===== src/hw/rtl/kbh_pkg.sv =====
// ----------------------------------------------------------------------------
// kbh_pkg
// Shared types and constants for the key-to-bucket hash block.
// ----------------------------------------------------------------------------
package kbh_pkg;

  localparam int HASH_W      = 32;
  localparam int KEY_W       = 64;
  localparam int BYTE_W      = 8;
  localparam int KIND_W      = 2;
  localparam int COUNT_W     = 17;
  localparam int BUCKET_W    = 16;
  localparam int CFG_IDX_W   = 2;
  localparam int QUEUE_DEPTH = 4;
  localparam int QPTR_W      = $clog2(QUEUE_DEPTH);
  localparam int QCNT_W      = $clog2(QUEUE_DEPTH + 1);
  localparam int DIV_CNT_W   = $clog2(HASH_W);

  localparam logic [COUNT_W-1:0] MAX_BUCKETS  = COUNT_W'(65536);
  localparam logic [COUNT_W-1:0] RESET_BUCKETS = COUNT_W'(16);

  // key kinds; the high bit selects text
  localparam logic [KIND_W-1:0] KIND_INT32 = 2'd0;
  localparam logic [KIND_W-1:0] KIND_INT64 = 2'd1;
  localparam logic [KIND_W-1:0] KIND_TEXT  = 2'd2;

  // configuration register indexes
  localparam logic [CFG_IDX_W-1:0] CFG_KIND         = 2'd0;
  localparam logic [CFG_IDX_W-1:0] CFG_BUCKET_COUNT = 2'd1;

  typedef struct packed {
    logic              valid;
    logic [HASH_W-1:0] hash;
  } hash_beat_t;

  typedef struct packed {
    logic              valid;
    logic [HASH_W-1:0] hash;
  } queue_head_t;

  typedef enum logic [1:0] {
    BK_IDLE,
    BK_DIV,
    BK_DONE
  } back_state_t;

endpackage


===== src/hw/rtl/key_to_bucket_hash.sv =====
// Path: a finished key's hash is written into the hash queue, popped into the bit-serial
// modulo divider, held in BK_DONE until the output register is free, then loaded there.
// Input beats are taken one per cycle while the queue is not full; the divider works on
// one key at a time and sets the sustained key rate. A four-entry hash queue lets the
// front keep accepting while the divider works. Reset clears the text accumulator, the
// queue and the output register, and sets key kind to int32 and bucket count to 16.
// ----------------------------------------------------------------------------
// key_to_bucket_hash
// Maps int32, int64 or text keys to a 32-bit hash and a bucket index.
// ----------------------------------------------------------------------------
module key_to_bucket_hash import kbh_pkg::*; (
  input  logic                        clk,
  input  logic                        rst,
  input  logic                        s_tvalid,
  output logic                        s_tready,
  input  logic [KEY_W-1:0]            s_tdata,   // key_value
  input  logic                        s_tuser,   // byte_present
  input  logic                        s_tlast,   // last
  output logic                        m_tvalid,
  input  logic                        m_tready,
  output logic [HASH_W+BUCKET_W-1:0]  m_tdata,   // hash_value[31:0], bucket[47:32]
  input  logic                        cfg_valid,
  output logic                        cfg_ready,
  input  logic [CFG_IDX_W-1:0]        cfg_index,
  input  logic [COUNT_W-1:0]          cfg_data
);

  logic [KIND_W-1:0]  kind;
  logic [COUNT_W-1:0] bucket_count;
  logic               beat_take;
  logic               queue_full;
  logic               pop;
  hash_beat_t         push;
  queue_head_t        head;

  assign cfg_ready = 1'b1;
  assign s_tready  = !queue_full;
  assign beat_take = s_tvalid && s_tready;

  always_ff @(posedge clk) begin
    if (rst) begin
      kind         <= KIND_INT32;
      bucket_count <= RESET_BUCKETS;
    end else if (cfg_valid && cfg_ready) begin
      case (cfg_index)
        CFG_KIND:         kind         <= cfg_data[KIND_W-1:0];
        CFG_BUCKET_COUNT: bucket_count <= cfg_data;
        default:          ;
      endcase
    end
  end

  kbh_front u_front (
    .clk          (clk),
    .rst          (rst),
    .kind         (kind),
    .beat_take    (beat_take),
    .key_value    (s_tdata),
    .byte_present (s_tuser),
    .last         (s_tlast),
    .push         (push)
  );

  kbh_queue u_queue (
    .clk  (clk),
    .rst  (rst),
    .push (push),
    .full (queue_full),
    .pop  (pop),
    .head (head)
  );

  kbh_back u_back (
    .clk          (clk),
    .rst          (rst),
    .bucket_count (bucket_count),
    .head         (head),
    .pop          (pop),
    .out_valid    (m_tvalid),
    .out_ready    (m_tready),
    .out_data     (m_tdata)
  );

endmodule


===== src/hw/rtl/kbh_front.sv =====
// ----------------------------------------------------------------------------
// kbh_front
// Accepts key beats, forms the 32-bit hash and pushes finished hashes.
// ----------------------------------------------------------------------------
module kbh_front import kbh_pkg::*; (
  input  logic                clk,
  input  logic                rst,
  input  logic [KIND_W-1:0]   kind,
  input  logic                beat_take,
  input  logic [KEY_W-1:0]    key_value,
  input  logic                byte_present,
  input  logic                last,
  output hash_beat_t          push
);

  logic [HASH_W-1:0] text_acc;
  logic [HASH_W-1:0] text_acc_next;
  logic [HASH_W-1:0] text_sum;
  logic [HASH_W-1:0] hash;
  logic              is_text;
  logic              emit;

  assign is_text = kind[1];

  // acc * 31 as (acc << 5) - acc, modulo 2^32
  assign text_sum = ((text_acc << 5) - text_acc)
                  + {{(HASH_W-BYTE_W){1'b0}}, key_value[BYTE_W-1:0]};

  always_comb begin
    text_acc_next = byte_present ? text_sum : text_acc;
    emit          = !is_text || last;
    unique case (kind)
      KIND_INT32: hash = key_value[HASH_W-1:0];
      KIND_INT64: hash = key_value[HASH_W-1:0] ^ key_value[KEY_W-1:HASH_W];
      default:    hash = text_acc_next;
    endcase
    push.valid = beat_take && emit;
    push.hash  = hash;
  end

  always_ff @(posedge clk) begin
    if (rst) begin
      text_acc <= '0;
    end else if (beat_take && is_text) begin
      // clear once the key is finished
      text_acc <= last ? '0 : text_acc_next;
    end
  end

endmodule


===== src/hw/rtl/kbh_queue.sv =====
// ----------------------------------------------------------------------------
// kbh_queue
// Small FIFO of finished hashes between the front and the divider.
// ----------------------------------------------------------------------------
module kbh_queue import kbh_pkg::*; (
  input  logic        clk,
  input  logic        rst,
  input  hash_beat_t  push,
  output logic        full,
  input  logic        pop,
  output queue_head_t head
);

  logic [HASH_W-1:0] slots [QUEUE_DEPTH];
  logic [QPTR_W-1:0] wr_ptr;
  logic [QPTR_W-1:0] rd_ptr;
  logic [QCNT_W-1:0] fill;
  logic              do_push;
  logic              do_pop;

  assign full       = (fill == QCNT_W'(QUEUE_DEPTH));
  assign head.valid = (fill != '0);
  assign head.hash  = slots[rd_ptr];
  assign do_push    = push.valid && !full;
  assign do_pop     = pop && head.valid;

  always_ff @(posedge clk) begin
    if (do_push) begin
      slots[wr_ptr] <= push.hash;
    end
  end

  always_ff @(posedge clk) begin
    if (rst) begin
      wr_ptr <= '0;
      rd_ptr <= '0;
      fill   <= '0;
    end else begin
      if (do_push) begin
        wr_ptr <= wr_ptr + 1'b1;
      end
      if (do_pop) begin
        rd_ptr <= rd_ptr + 1'b1;
      end
      case ({do_push, do_pop})
        2'b10:   fill <= fill + 1'b1;
        2'b01:   fill <= fill - 1'b1;
        default: fill <= fill;
      endcase
    end
  end

endmodule


===== src/hw/rtl/kbh_back.sv =====
// ----------------------------------------------------------------------------
// kbh_back
// Reduces each queued hash modulo the bucket count, one quotient bit per
// cycle, and holds the result in the output register.
// ----------------------------------------------------------------------------
module kbh_back import kbh_pkg::*; (
  input  logic                         clk,
  input  logic                         rst,
  input  logic [COUNT_W-1:0]           bucket_count,
  input  queue_head_t                  head,
  output logic                         pop,
  output logic                         out_valid,
  input  logic                         out_ready,
  output logic [HASH_W+BUCKET_W-1:0]   out_data
);

  back_state_t          state;
  back_state_t          state_next;
  logic [HASH_W-1:0]    hash;
  logic [HASH_W-1:0]    shift;
  logic [COUNT_W-1:0]   rem;
  logic [COUNT_W-1:0]   rem_next;
  logic [COUNT_W:0]     trial;
  logic [COUNT_W-1:0]   divisor;
  logic [DIV_CNT_W-1:0] step;
  logic                 slot_free;
  logic                 load_out;
  logic                 start;
  logic [BUCKET_W-1:0]  bucket;

  assign divisor   = (bucket_count > MAX_BUCKETS) ? MAX_BUCKETS : bucket_count;
  assign slot_free = !out_valid || out_ready;
  assign trial     = {rem, shift[HASH_W-1]};
  assign rem_next  = (trial >= {1'b0, divisor}) ? COUNT_W'(trial - {1'b0, divisor})
                                                : trial[COUNT_W-1:0];
  assign bucket    = (divisor == '0) ? '0 : rem[BUCKET_W-1:0];

  always_ff @(posedge clk) begin
    if (rst) begin
      state <= BK_IDLE;
    end else begin
      state <= state_next;
    end
  end

  always_comb begin
    state_next = state;
    pop        = 1'b0;
    start      = 1'b0;
    load_out   = 1'b0;
    unique case (state)
      BK_IDLE: begin
        if (head.valid) begin
          pop        = 1'b1;
          start      = 1'b1;
          state_next = BK_DIV;
        end
      end
      BK_DIV: begin
        if (step == DIV_CNT_W'(HASH_W - 1)) begin
          state_next = BK_DONE;
        end
      end
      BK_DONE: begin
        // hold until the output register can take the beat
        if (slot_free) begin
          load_out   = 1'b1;
          state_next = BK_IDLE;
        end
      end
      default: state_next = BK_IDLE;
    endcase
  end

  always_ff @(posedge clk) begin
    if (start) begin
      hash  <= head.hash;
      shift <= head.hash;
      rem   <= '0;
      step  <= '0;
    end else if (state == BK_DIV) begin
      shift <= shift << 1;
      rem   <= rem_next;
      step  <= step + 1'b1;
    end
  end

  always_ff @(posedge clk) begin
    if (rst) begin
      out_valid <= 1'b0;
    end else if (load_out) begin
      out_valid <= 1'b1;
    end else if (out_ready) begin
      out_valid <= 1'b0;
    end
  end

  always_ff @(posedge clk) begin
    if (load_out) begin
      out_data <= {bucket, hash};
    end
  end

endmodule


===== config.mk =====
export PLATFORM = sky130hd
export DESIGN_NAME = key_to_bucket_hash
export DESIGN_NICKNAME = d
export VERILOG_FILES = /design/src/hw/rtl/kbh_pkg.sv /design/src/hw/rtl/key_to_bucket_hash.sv /design/src/hw/rtl/kbh_front.sv /design/src/hw/rtl/kbh_queue.sv /design/src/hw/rtl/kbh_back.sv
export SDC_FILE = /design/constraint.sdc
export NUM_CORES = 1
export LEC_CHECK = 0
export BUFFER_PORTS_ARGS = -buffer_cell sky130_fd_sc_hd__buf_2
export CELL_PAD_IN_SITES_DETAIL_PLACEMENT = 2
export CELL_PAD_IN_SITES_GLOBAL_PLACEMENT = 2
export CORE_MARGIN = 3
export CORE_UTILIZATION = 40
export CTS_CLUSTER_DIAMETER = 30
export DETAILED_ROUTE_END_ITERATION = 10
export PLACE_DENSITY = 0.77
export SLEW_MARGIN = 20
export SYNTH_ARGS = -nofsm -noshare
export SYNTH_HDL_FRONTEND = slang
export SYNTH_SLANG_ARGS = --single-unit

===== constraint.sdc =====
create_clock -name clk -period 4.2 [get_ports clk]
set_clock_uncertainty 0.1 [all_clocks]
set_input_delay 0.42 -clock clk [delete_from_list [all_inputs] [get_ports clk]]
set_output_delay 0.42 -clock clk [all_outputs]
set_load 0.005 [all_outputs]

-- After elaboration in Yosys (flattened, before gate mapping)
Memories as Yosys holds them, arrays and structs flattened. A register that Yosys moved wholly into a read port is not among the register bits.
Index checks and enable logic that the tools add are counted.
Widths: inputs -> output; s select.
- $add $sub $neg: 8
- multipliers: 0
- divide/modulo/power cells: 0
- $lt $le $gt $ge: 2
- equal/unequal tests: 11
- shifts and indexed selects: 0
- muxes and demuxes: 22
- bitwise gates (word level): 1
- reduce and logical (&&, ||, !) cells: 21
- operators by type and width (kind ; number):
    $mux 32 ; 4
    $pmux 32 s2 ; 1
    $mux 17 ; 2
    $add 32x8->32 ; 1
    $sub 32x32->32 ; 1
    $xor 32x32->32 ; 1
    $ge 18x17->1 ; 1
    $gt 17x17->1 const B ; 1
    $logic_not 17->1 ; 1
    $sub 17x17->17 ; 1
    $mux 2 ; 5
    $eq 2x1->1 const B ; 4
    $mux 1 ; 8
    $logic_not 2->1 ; 3
    $pmux 2 s3 ; 1
    $pmux 3 s2 ; 1
    $reduce_bool 2->1 ; 3
    $add 5x1->5 const B ; 1
    $eq 5x5->1 const B ; 1
    $logic_and 1x1->1 ; 5
    $add 2x1->2 const B ; 2
    $eq 2x2->1 const B ; 2
    $ne 2x1->1 const B ; 2
    $reduce_and 2->1 ; 2
    8 further kinds ; 11
- register bits after elaboration: 195
- latch bits: 0
- RAM bits: 128
- memory bits (read-only): 0
- memories: 1
- memory list (name ; depth ; bits a word ; read ports ; clocked after memory_dff ; write ports ; line ; RTL):
    u_queue.slots ; 4 ; 32 ; 1 ; 1 ; 1 ; kbh_queue.sv:14 ; logic [HASH_W-1:0] slots [QUEUE_DEPTH];

-- Logic depth before layout (Yosys ltp)
- word-level depth: 7
- mapped depth: 13
- depth with buffers taken out: 13

-- Hierarchy
From an unflattened synthesis, not the netlist that was laid out.
- cells, all modules: 1348
- area total of the unflattened synthesis: 16379.5 um^2
- modules (own cells, without submodules) (module ; instances ; cells an instance ; area an instance (um^2)):
    kbh_back ; 1 ; 418 ; 5905.7
    kbh_queue ; 1 ; 219 ; 5133.7
    kbh_front ; 1 ; 626 ; 4468.0
    key_to_bucket_hash ; 1 ; 85 ; 872.1

-- Worst setup path before layout
No wires, ideal clock.
- path kind: register -> register
- from: reg u_queue.fill[0]
- to: reg u_queue.fill[2]
- setup time: 0.070 ns
- arrival: 3.407 ns
- data required time: 4.030 ns
- slack: 0.623 ns
- cell stages (with the launch flop): 12
- period minus slack after synthesis: 3.577 ns
- path through: dfxtp_1 nor3_1 or3_1 clkbuf_1 clkinv_1 clkbuf_1 ha_1 inv_1 fa_1 xor2_1 or3_1 a21oi_1
- RTL lines (what ; line ; RTL):
    start, declared ; kbh_queue.sv:17 ; logic [QCNT_W-1:0] fill;
    start signal, assigned ; kbh_queue.sv:46 ; 2'b10: fill <= fill + 1'b1;
    start signal, assigned ; kbh_queue.sv:47 ; 2'b01: fill <= fill - 1'b1;
    start signal, assigned ; kbh_queue.sv:48 ; default: fill <= fill;
    $reduce_bool 3->1 * ; kbh_queue.sv:22 ; assign head.valid = (fill != '0);
    $mux 1 * ; kbh_back.sv:53 ; if (head.valid) begin
    $mux 1 * ; kbh_back.sv:51 ; unique case (state)
    named net pop ; key_to_bucket_hash.sv:32 ; logic pop;
    $logic_and 1x1->1 * ; kbh_queue.sv:25 ; assign do_pop = pop && head.valid;
    $eq 2x1->1 or $eq 2x2->1 (tied branches) ; kbh_queue.sv:45 ; case ({do_push, do_pop})
    $pmux 3 s2 or $reduce_bool 2->1 (tied branches) ; - ;
Mark *: on every way through the listed nets, which the timed path passes. The rest lies on a longest branch.
A chain may end at the register's enable or synchronous reset.

-- Worst setup path in the final report
- from: reg bucket_count[12]
- to: reg u_back.rem[1]
- cells in the longest elaborated chain, start to end: 4
- ends and longest elaborated chain (what ; line ; RTL):
    start, declared ; key_to_bucket_hash.sv:29 ; logic [COUNT_W-1:0] bucket_count;
    start signal, assigned ; key_to_bucket_hash.sv:47 ; CFG_BUCKET_COUNT: bucket_count <= cfg_data;
    $gt 17x17->1 ; kbh_back.sv:31 ; assign divisor = (bucket_count > MAX_BUCKETS) ? MAX_BUCKETS : bucket_count;
    $mux 17 * ; kbh_back.sv:31 ;
    $sub 17x17->17 or $ge 18x17->1 (tied branches) ; kbh_back.sv:34 ; assign rem_next = (trial >= {1'b0, divisor}) ? COUNT_W'(trial - {1'b0, divisor})
    $mux 17 * ; kbh_back.sv:34 ;
    end signal, assigned ; kbh_back.sv:83 ; rem <= rem_next;
    end, declared ; kbh_back.sv:21 ; logic [COUNT_W-1:0] rem;
Every way passes the cells marked *; elsewhere a longest branch is shown, timed or not.

==> results.json <==
{
  "syn_nets": 1555,
  "clockBufferDepth": 3,
  "worst_path_largest_cell_delay_ns": 0.50,
  "dr.first_iter.drc_count": 1068,
  "cts_buffers": 79,
  "gp_congestion": 0.8468,
  "drt_wl_total_mm": 61.74,
  "pre_cts_slack_ns": 0.05304,
  "num_rows": 72,
  "placed_cell_area_sq_um": 17130,
  "holdWs_ns": 0.02291,
  "fmax_mhz": 238.3,
  "die_area_sq_um": 42050,
  "place.detailed.hpwl_mm": 36.96,
  "fin_area_sq_um": 20050,
  "p_per_area_nw_per_um2": 741.4,
  "post-route-period-util_pct": 99.92,
  "final_net_count": 1748,
  "synth_cell_types": 68,
  "hp-class": "in2reg",
  "r2r_end": "u_back.rem[1]",
  "total_power_mw": 14.87,
  "cp-end-kind": "register",
  "synth_ff_type": "edfxtp_1",
  "ys_ff_latch": 325,
  "synth_cells": 1377,
  "antenna_found_initial": 1,
  "crit_chain": "nor4_1, nand4_1, nand2_2, nand2_1, ha_1, a21o_1, a221oi_1, o21ai_1, a21oi_2, buf_4, mux2i_1, o21ai_0",
  "grt-ovfl-total": 0,
  "final-hold-violation-count": 0,
  "io_pins": 141,
  "cts-root-buf": "clkbuf_16",
  "post_drt_wl_per_cell_microns": 28.64,
  "cts_num_sinks": 325,
  "r2r_cells": 12,
  "peakVddDrop_mv": 0.3179,
  "nFillCells": 3819,
  "grt_usage_pct": 29.43,
  "worstSkewPairLatency_ns": 0.60,
  "r2r_slack_ns": 0.003,
  "critPathLaunchType": "register",
  "grt_pass1_wl_mm": 92.20,
  "hold_path_startpoint": "cfg_data[14]",
  "slew_headroom_pct": 28.01,
  "synthArstFlopShare_pct": 0,
  "ant_nets": 0,
  "cp_max_fo": 14,
  "cts_tree": "done",
  "syn_area_per_cell_sq_um": 11.51,
  "p_leak_nw": 7.889,
  "vias": 12388,
  "finalSetupViolations": 0,
  "setup_slack_ns": 0.003171,
  "core-area_sq_um": 38920,
  "syn_area_sq_um": 15850,
  "path_clk_slew_ns": 0.05,
  "drive_gt1_share_pct": 21.44,
  "cp_slowest_cell": "nor4_1",
  "worstPathRequired_ns": 4.53,
  "period_needed_ns": 4.197,
  "hold_end": "bucket_count[14]",
  "numPortBuffers": 139,
  "grt_max_degree": 71,
  "worstMarginPinSlew_ns": 1.069,
  "whs_path_depth": 3,
  "synth_edf_count": 240,
  "first_pass_iters": 5,
  "start_util_pct": 40.73,
  "setup_tns_ns": 0,
  "status": "completed",
  "via_per_inst": 5.746,
  "drv_cap": 0,
  "ys_seq_area_share_pct": 56.20,
  "cp.arrival_ns": 4.53,
  "slew_violations": 0,
  "crit_type": "reg2reg",
  "r2r_start": "bucket_count[12]",
  "htreeDepth": 3,
  "die_x_microns": 205.1,
  "die_y_microns": 205.1,
  "drc": 0,
  "area_growth_pct": 26.51,
  "ys_warn_count": 0,
  "grt_pass1_vias": 13890
}
## layer usage
layer | vias to the layer above | part of all wire (%) | GRT usage, %
li1 | 5414 | - | -
met1 | 6415 | 41 | 37.04
met2 | 450 | 51 | 51.09
met3 | 109 | 4.7 | 4.720
met4 | 0 | 3.2 | 11.01
met5 | - | 0 | 0
## placed cells by master (no fill, tap or decap), types with 7 or more instances in the layout
| cell type | netlist | layout |
|---|---|---|
| a211oi_1 | 11 | 11 |
| a21o_1 | 26 | 26 |
| a21oi_1 | 91 | 89 |
| a22o_1 | 7 | 7 |
| a22oi_1 | 10 | 10 |
| a31oi_1 | 10 | 10 |
| and2_1 | 7 | 7 |
| and3_1 | 10 | 10 |
| buf_2 | 1 | 139 |
| buf_4 | 3 | 22 |
| bufinv_16 | 0 | 10 |
| clkbuf_1 | 49 | 9 |
| clkbuf_16 | 0 | 81 |
| clkbuf_8 | 0 | 7 |
| clkinv_1 | 3 | 9 |
| clkinv_2 | 0 | 15 |
| dfxtp_1 | 85 | 82 |
| dlygate4sd3_1 | 0 | 12 |
| edfxtp_1 | 240 | 240 |
| ha_1 | 82 | 82 |
| inv_1 | 53 | 53 |
| mux2i_1 | 30 | 30 |
| mux4_2 | 32 | 32 |
| nand2_1 | 241 | 240 |
| nand2b_1 | 11 | 10 |
| nand3_1 | 22 | 22 |
| nand4_1 | 9 | 9 |
| nor2_1 | 80 | 79 |
| nor2b_1 | 26 | 25 |
| o211ai_1 | 7 | 7 |
| o21ai_0 | 54 | 54 |
| or3_1 | 10 | 10 |
| xnor2_1 | 46 | 46 |
| xor2_1 | 27 | 27 |
## final cells by class
| class | count | area, sq um | share of cell area (%) |
|---|---|---|---|
| tap | 518 | 648.1 | 3.232 |
| timing repair buffer | 173 | 980.9 | 4.892 |
| sequential | 325 | 8912 | 44.44 |
| multi-input combinational | 935 | 6543 | 32.63 |
| clock inverter | 51 | 599.3 | 2.989 |
| inverter | 56 | 210.2 | 1.048 |
| clock buffer | 97 | 2157 | 10.76 |
| antenna | 1 | 2.502 | 0.01248 |
## power by group
part	switching [mW]	internal, mW	total (mW)
sequential	0.409	4.36	4.77
clock	2.13	4.28	6.41
combinational	2.46	1.23	3.69
total	5.00	9.87	14.9
## worst max-delay path: cells and delay by family (launching register included)
kind / cells / cell delay [ns]
AND/OR/NAND/NOR: 4 / 1.26
buffers and inverters: 1 / 0.31
adder cells (fa/ha/maj): 1 / 0.43
AO/OA/AOI/OAI: 5 / 1.22
flip-flops: 1 / 0.34
multiplexers: 1 / 0.36
## cell usage after synthesis (all sizes together), types with 22 or more instances
cell	n	area (sq um)
a21o	27	204.0
a21oi	92	464.2
clkbuf	49	183.9
dfxtp	85	1702
edfxtp	240	7207
ha	82	1026
inv	53	198.9
mux2i	30	300.3
mux4	32	720.7
nand2	241	904.6
nand3	22	110.1
nor2	80	300.3
nor2b	26	162.7
o21ai	57	289.0
xnor2	46	402.9
xor2	27	236.5
## worst max-delay path by stage
stage,from,to,slack (ns),cells after the start
global route,u_front.text_acc[1],u_queue.slots[1][31],-0.0001,12
detailed placement,s_tdata[7],u_queue.slots[3][24],0.05,13
finish,bucket_count[12],u_back.rem[1],0.003,12
floorplan,u_queue.fill[0],u_queue.fill[2],0.62,11
CTS,u_front.text_acc[1],u_queue.slots[3][24],0.04,12
global placement,s_tdata[7],u_queue.slots[0][24],0.29,13
## registers in the layout (all words and copies together), names as in the netlist, named ones only
| name | count |
|---|---|
| u_queue.slots | 128 |
| u_back.out_data | 48 |
| u_back.hash | 32 |
| u_back.shift | 32 |
| u_front.text_acc | 32 |
| bucket_count | 17 |
| u_back.rem | 17 |
| u_back.step | 5 |
| u_queue.fill | 3 |
| kind | 2 |
| u_back.state | 2 |
| u_queue.rd_ptr | 2 |
| u_queue.wr_ptr | 2 |
| u_back.out_valid | 1 |
## cell families after synthesis
family,synth area share [%]
AND/OR/NAND/NOR,11.99
adder cells (fa/ha/maj),7.230
flip-flops,56.20
buffers and inverters,2.849
AO/OA/AOI/OAI,11.23
other,0.02366
XOR/XNOR,4.034
multiplexers,6.441
## through the flow
stage	utilization, %	std cells
after floorplan	-	1377
after global placement	44.03	1995
after detailed placement	44.03	1995
after CTS	51.38	2153
after global routing	51.53	2156
final	51.53	2156
## what timing repair did
item	4_1_cts	5_1_grt
hold buffers	10	2
hold endpoints to repair	11	2
buffers inserted	0	0
resized for setup	1	6
pin swaps	0	0
endpoints found under the setup margin	1	36
(Power assumes the default switching activity.)
